**src/sv/wpat_pkg.sv**
```systemverilog
`timescale 1ns / 1ps
// Shared types and constants for the peer association table.
package wpat_pkg;

   localparam int MAC_W = 48;
   localparam int AID_W = 11;

   localparam logic [AID_W-1:0] AID_TOP  = 11'd2007;
   localparam logic [AID_W-1:0] AID_NONE = 11'h7FF;

   localparam logic [2:0] REQ_SET_STATUS = 3'd0;
   localparam logic [2:0] REQ_RESERVE    = 3'd1;
   localparam logic [2:0] REQ_RELEASE    = 3'd2;
   localparam logic [2:0] REQ_COMMIT     = 3'd3;
   localparam logic [2:0] REQ_CLEAR      = 3'd4;
   localparam logic [2:0] REQ_LOOKUP_MAC = 3'd5;
   localparam logic [2:0] REQ_LOOKUP_ID  = 3'd6;

   localparam logic [1:0] MS_ASSOCIATED = 2'd2;

   localparam logic [3:0] ERR_OK          = 4'd0;
   localparam logic [3:0] ERR_BAD_STATUS  = 4'd1;
   localparam logic [3:0] ERR_PEER_ASSOC  = 4'd2;
   localparam logic [3:0] ERR_ID_RANGE    = 4'd3;
   localparam logic [3:0] ERR_MISMATCH    = 4'd4;
   localparam logic [3:0] ERR_ID_USED     = 4'd5;
   localparam logic [3:0] ERR_NONE_FREE   = 4'd6;
   localparam logic [3:0] ERR_EPOCH_EXH   = 4'd7;
   localparam logic [3:0] ERR_TABLE_FULL  = 4'd8;

   typedef enum logic [2:0] {
      ST_IDLE,
      ST_MATCH,
      ST_VIEW,
      ST_SCAN,
      ST_CHECK,
      ST_APPLY
   } state_type;

   typedef struct packed {
      logic [2:0]       req_type;
      logic [MAC_W-1:0] peer_mac;
      logic [1:0]       member_status;
      logic [AID_W-1:0] assoc_id;
   } request_type;

   typedef struct packed {
      logic [3:0]       error_code;
      logic             has_status;
      logic [1:0]       status_out;
      logic [AID_W-1:0] aid_out;
      logic [31:0]      generation_out;
      logic [31:0]      epoch_out;
      logic [MAC_W-1:0] station_mac;
      logic             old_has_status;
      logic [1:0]       old_status;
      logic [AID_W-1:0] old_aid;
      logic [31:0]      old_generation;
      logic [31:0]      old_epoch;
   } response_type;

   typedef struct packed {
      logic             valid;
      logic [MAC_W-1:0] mac;
      logic             has;
      logic [1:0]       st;
      logic [AID_W-1:0] aid;
      logic [AID_W-1:0] res;
   } slot_rec_type;

   typedef struct packed {
      logic load;
      logic shift;
   } cell_ctrl_type;

   typedef struct packed {
      logic valid;
      logic mac_hit;
      logic aid_hit;
      logic any_hit;
   } cell_stat_type;

endpackage

```
**src/sv/wpat_cell.sv**
```systemverilog
`timescale 1ns / 1ps
// One peer slot: record storage, match logic and a two-entry ID scan stage.
module wpat_cell #(
   parameter int COUNT_WIDTH = 32
) (
   input  logic                      clock,
   input  logic                      reset,
   input  wpat_pkg::cell_ctrl_type   ctrl,
   input  logic                      we,
   input  wpat_pkg::slot_rec_type    wr_rec,
   input  logic [COUNT_WIDTH-1:0]    wr_gen,
   input  logic [COUNT_WIDTH-1:0]    wr_ep,
   input  logic [wpat_pkg::MAC_W-1:0] probe_mac,
   input  logic [wpat_pkg::AID_W-1:0] probe_id,
   input  logic [wpat_pkg::AID_W-1:0] scan_in,
   output logic [wpat_pkg::AID_W-1:0] scan_out,
   output wpat_pkg::slot_rec_type    rec,
   output logic [COUNT_WIDTH-1:0]    gen,
   output logic [COUNT_WIDTH-1:0]    ep,
   output wpat_pkg::cell_stat_type   stat
);
   import wpat_pkg::*;

   logic             valid_ff, valid_in;
   logic             has_ff, has_in;
   logic [MAC_W-1:0] mac_ff, mac_in;
   logic [1:0]       st_ff, st_in;
   logic [AID_W-1:0] aid_ff, aid_in;
   logic [AID_W-1:0] res_ff, res_in;
   logic [COUNT_WIDTH-1:0] gen_ff, gen_in;
   logic [COUNT_WIDTH-1:0] ep_ff, ep_in;
   logic [AID_W-1:0] scan_a_ff, scan_a_in;
   logic [AID_W-1:0] scan_b_ff, scan_b_in;

   always_comb begin
      valid_in = valid_ff;
      has_in   = has_ff;
      mac_in   = mac_ff;
      st_in    = st_ff;
      aid_in   = aid_ff;
      res_in   = res_ff;
      gen_in   = gen_ff;
      ep_in    = ep_ff;
      if (we) begin
         valid_in = wr_rec.valid;
         has_in   = wr_rec.has;
         mac_in   = wr_rec.mac;
         st_in    = wr_rec.st;
         aid_in   = wr_rec.aid;
         res_in   = wr_rec.res;
         gen_in   = wr_gen;
         ep_in    = wr_ep;
      end
   end

   always_comb begin
      scan_a_in = scan_a_ff;
      scan_b_in = scan_b_ff;
      if (ctrl.load) begin
         scan_a_in = aid_ff;
         scan_b_in = res_ff;
      end else if (ctrl.shift) begin
         scan_a_in = scan_b_ff;
         scan_b_in = scan_in;
      end
   end

   always_ff @(posedge clock) begin
      if (reset) begin
         valid_ff <= 1'b0;
         has_ff   <= 1'b0;
         aid_ff   <= '0;
         res_ff   <= '0;
         gen_ff   <= '0;
         ep_ff    <= '0;
      end else begin
         valid_ff <= valid_in;
         has_ff   <= has_in;
         aid_ff   <= aid_in;
         res_ff   <= res_in;
         gen_ff   <= gen_in;
         ep_ff    <= ep_in;
      end
   end

   always_ff @(posedge clock) begin
      mac_ff    <= mac_in;
      st_ff     <= st_in;
      scan_a_ff <= scan_a_in;
      scan_b_ff <= scan_b_in;
   end

   assign scan_out = scan_a_ff;
   assign rec      = '{valid: valid_ff, mac: mac_ff, has: has_ff, st: st_ff,
                       aid: aid_ff, res: res_ff};
   assign gen      = gen_ff;
   assign ep       = ep_ff;

   assign stat.valid   = valid_ff;
   assign stat.mac_hit = valid_ff && (mac_ff == probe_mac);
   assign stat.aid_hit = valid_ff && (aid_ff == probe_id);
   assign stat.any_hit = valid_ff && ((aid_ff == probe_id) || (res_ff == probe_id));

endmodule

```
**config.mk**
```make
export PLATFORM = sky130hd
export DESIGN_NAME = wpat_cell
export DESIGN_NICKNAME = d
export VERILOG_FILES = /design/src/sv/wpat_pkg.sv /design/src/sv/wpat_cell.sv
export SDC_FILE = /design/constraint.sdc
export NUM_CORES = 1
export LEC_CHECK = 0
export BUFFER_PORTS_ARGS = -buffer_cell sky130_fd_sc_hd__buf_4
export CORE_AREA = 3 3 142 144
export CTS_CLUSTER_SIZE = 24
export DETAILED_ROUTE_END_ITERATION = 10
export DIE_AREA = 0 0 145 147
export PLACE_DENSITY = 0.71
export RECOVER_POWER = 50
export SKIP_CTS_REPAIR_TIMING = 1
export SLEW_MARGIN = 40
export SYNTH_ARGS = -nofsm -noshare
export SYNTH_HDL_FRONTEND = slang
export SYNTH_SLANG_ARGS = --single-unit
```
**constraint.sdc**
```tcl
create_clock -name clock -period 1.4 [get_ports clock]
set_input_delay 0.21 -clock clock [delete_from_list [all_inputs] [get_ports clock]]
set_output_delay 0.21 -clock clock [all_outputs]
set_load 0.01 [all_outputs]
```
[After elaboration in Yosys (flattened, before gate mapping)]
Index checks and enable logic that the tools add are counted.
Storage, ports and cells
  bits in registers: 160
Operators by class
  eq/ne operators: 3
  muxes and demuxes: 4
  reduce and logical (&&, ||, !) cells: 5
Operator list (count)
  == test 48 bit: 1
  2-to-1 mux 11 bit: 4
  == test 11 bit: 2
  logical AND 1 bit: 3
  nonzero test 2 bit: 1
  logical OR 1 bit: 1

[Depth between registers and ports, before layout]
  depth after elaboration: 3
  gate-level depth with buffers: 5
  depth with buffers taken out: 4

[Worst setup path before layout]
No wires, ideal clock.
  path kind: flip-flop to output port
  from: register mac_ff[38]
  to: output stat[2] (netlist bit)
  data arrival time: 1.590 ns
  path slack: -0.400 ns
  cell stages (with the launch flop): 5
  path buffers: 0
  cells stage by stage: edfxtp_1 -> xnor2_1 -> o221ai_1 -> or4_1 -> nor4_2
RTL lines
  start: declaration: RTL line wpat_cell.sv:26  | logic [MAC_W-1:0] mac_ff, mac_in;
  start signal: assignment: RTL line wpat_cell.sv:87  | mac_ff <= mac_in;
  end: declaration: RTL line wpat_cell.sv:20  | output wpat_pkg::cell_stat_type stat

==> run_results.csv <==
group,metric,value,unit
critical_path,crit_path_end_kind,"output port",
placement,io_buffers,365,
synthesis,yosys_warnings,0,
critical_path,worstSetupStartpointType,"flip-flop",
drt,via_per_inst,4.48,
power,vdd_drop_max,0.766,mV
drt,detail-route-antenna-nets,0,
floorplan,die_area,21300,µm²
grt,overflow,0,
synthesis,post_synth_mux_area_share,17.9,%
sta,tightest_slew,1.14,ns
grt,grt_pass1_vias,5471,
floorplan,num_rows,50,
critical_path,cp.required,1.19,ns
critical_path,rr_worst_depth,2,
status,run_status,"finished, violations left",
critical_path,cp_max_fo,2,
clocking,numCtsBuffers,17,
sta,setup_slack,-0.859,ns
synthesis,synthXorXnorAreaFrac,9.01,%
synthesis,syn_area,6320,µm²
sta,timing.final.crit_share,161,%
clocking,cts_tree,"done",
drt,vias,5523,
finish,diodes,0,
power,totalPowerFinal,12.2,mW
drt,drc,0,
synthesis,synth_fa_ha_area_share,0,%
synthesis,synth_area_per_cell,13.0,µm²
synthesis,netlist_instances,486,
sta,rsz0062_at_grt,"yes",
drt,drt_iter0_markers,160,
sta,period_needed,2.26,ns
critical_path,slowest_delay,0.58,ns
synthesis,synth_top_family_by_area,"multiplexers",
grt,antenna_found_initial,4,
synthesis,syn_nets,699,
floorplan,io_pins,366,
min_path,hold_path_depth,3,
placement,place_ws,-0.516,ns
clocking,cts_max_level,4,
grt,grt_max_degree,37,
sta,slew-limit-headroom,24.0,%
clocking,clockRootBuffer,"clkbuf_16",
critical_path,worstPathArrival,2.05,ns
floorplan,dieWidth,145,µm
clocking,cts.sinks,160,
synthesis,yosys.area_share.simple,8.26,%
job,maxCapViolations,0,
floorplan,core,18800,µm²
synthesis,synth_compound_area_share,0.574,%
clocking,clk_latency,0.41,ns
sta,fmax,443,MHz
min_path,hp-class,"in -> reg",
sta,final_max_slew_viol_count,0,
finish,final_layout_size_suffix_gt1_share,51.8,%
clocking,clk_pin_slew,0.06,ns
synthesis,yosysUniqueCellTypes,26,
sta,finalSetupViolations,3,
placement,dp_hpwl,16000,µm
critical_path,cp_slowest_cell,"or4_4",
power,power.density,1110,nW/µm²
placement,gp_congestion,0.813,
status,violations,"setup timing",
finish,nNetsFinal,1176,
drt,wl_per_cell,17.0,µm
critical_path,crit_type,"reg -> out",
floorplan,die_y,147,µm
finish,area_delta_synth_final,73.9,%
synthesis,ys_ff_latch,160,
sta,hold_viol_final,0,
grt,grt_pass1_wl,30500,µm
floorplan,initial_core_util,33.5,%
drt,wl,21000,µm
sta,skew,0.00539,ns
critical_path,crit_chain,"xnor2_1 -> nand4_1 -> or4_4 -> nor4_4 -> buf_4",
synthesis,yosysSeqAreaShare,62.1,%
drt,firstDrtPassIters,6,
power,leakage,5.21,nW
clocking,clk_path_buf_depth,2,
grt,grt_usage,18.4,%
==> Yosys cell counts <==
cell	count	share of area, %
nand2_1	1	0.059
edfxtp_1	72	34
xor2_1	43	6.0
clkbuf_1	13	0.77
dfxtp_1	88	28
nand2b_1	4	0.40
nor4_2	1	0.20
and3_1	1	0.099
nor3_1	3	0.24
or4_1	1	0.12
or2_2	1	0.099
xnor2_1	22	3.1
a31o_2	1	0.14
inv_1	4	0.24
mux2i_1	88	14
buf_4	5	0.59
nand4_2	1	0.20
o2111ai_1	1	0.14
nand3_1	1	0.079
nor4_1	9	0.89
a222oi_1	1	0.16
o221ai_1	1	0.14
buf_2	7	0.55
nand4_1	6	0.59
nor2_1	89	5.3
mux2_2	22	3.9
==> worst paths after layout <==
check	endpoint	start	slack (ns)
worst max-delay path	stat[2]	mac_ff[23]	-0.86
worst min-delay path	gen[24]	wr_gen[24]	0.03
worst max register to register	scan_out[8]	aid_ff[8]	0.39
worst min register to register	gen[20]	gen[20]	0.49
==> through the flow <==
step / util [%] / TNS, ns / instances / hold WS, ns / area, µm²
detailed placement: 52.5 / -0.525 / 1152 / 0.389 / 9880
global route: 58.3 / -2.01 / 1234 / 0.0125 / 11000
CTS: 55.6 / -1.84 / 1182 / -0.0621 / 10500
finish: 58.3 / -1.63 / 1234 / 0.0254 / 11000
global placement: 52.5 / -0.495 / 1152 / 0.388 / 9880
floorplan: - / -0.218 / 486 / 0.309 / 6330
==> routing by layer <==
| layer | track usage (%) | vias up | part of all wire (%) |
|---|---|---|---|
| li1 | - | 2645 | - |
| met1 | 20.8 | 2567 | 37 |
| met2 | 32.4 | 257 | 52 |
| met3 | 5.98 | 46 | 8.2 |
| met4 | 7.03 | 8 | 2.7 |
| met5 | 0 | - | 0.23 |
==> critical path: cells and delay by family (launching register included) <==
| family | cells | cell delay (ns) |
|---|---|---|
| and+or+nand+nor | 3 | 0.88 |
| xor gates and xnor gates | 1 | 0.19 |
| buffers and inverters | 1 | 0.15 |
| DFF | 1 | 0.41 |
==> registers in the layout (all words and copies together), names as in the netlist <==
| signal | cells |
|---|---|
| mac_ff | 48 |
| res_ff | 11 |
| has_ff | 1 |
| st_ff | 2 |
| ep | 32 |
| valid_ff | 1 |
| scan_b_ff | 11 |
| gen | 32 |
| scan_out | 11 |
| aid_ff | 11 |
==> final cells by class <==
class,instances,area (µm²)
fillers,1609,7850
flip-flops and latches,160,3940
repair buffers,483,3760
multi-input cells,297,2350
clock buffers,22,529
well taps,260,325
clock inverters,8,63.8
inverters,4,15.0
==> where the power goes <==
part	internal (mW)	switching (mW)
Combinational	1.29	0.875
Sequential	5.25	0.184
Clock	2.71	1.90
==> layout by cell type, fill, tap and decap left out, types with 2 or more instances in the layout <==
cell | Yosys | final
dlygate4sd3_1 | 0 | 50
nor4_2 | 1 | 4
buf_12 | 0 | 3
nor4_1 | 9 | 5
inv_6 | 0 | 2
nand2b_1 | 4 | 4
inv_1 | 4 | 4
clkbuf_4 | 0 | 50
dfxtp_1 | 88 | 79
mux2_2 | 22 | 22
dfxtp_2 | 0 | 9
nor2_1 | 89 | 89
clkbuf_2 | 0 | 7
clkbuf_1 | 13 | 5
buf_4 | 5 | 367
xnor2_2 | 0 | 6
nor3_1 | 3 | 2
nand4_1 | 6 | 6
edfxtp_1 | 72 | 72
mux2i_1 | 88 | 88
clkinv_4 | 0 | 2
inv_4 | 0 | 2
xnor2_1 | 22 | 16
clkbuf_16 | 0 | 21
buf_6 | 0 | 2
xor2_1 | 43 | 42
==> kinds of logic after synthesis <==
logic type / after synthesis
flops: 160
simple gates: 118
mux: 110
xor+xnor: 65
buf+inv: 29
compound gates: 4
No activity file was read; power rests on OpenSTA's default activity.
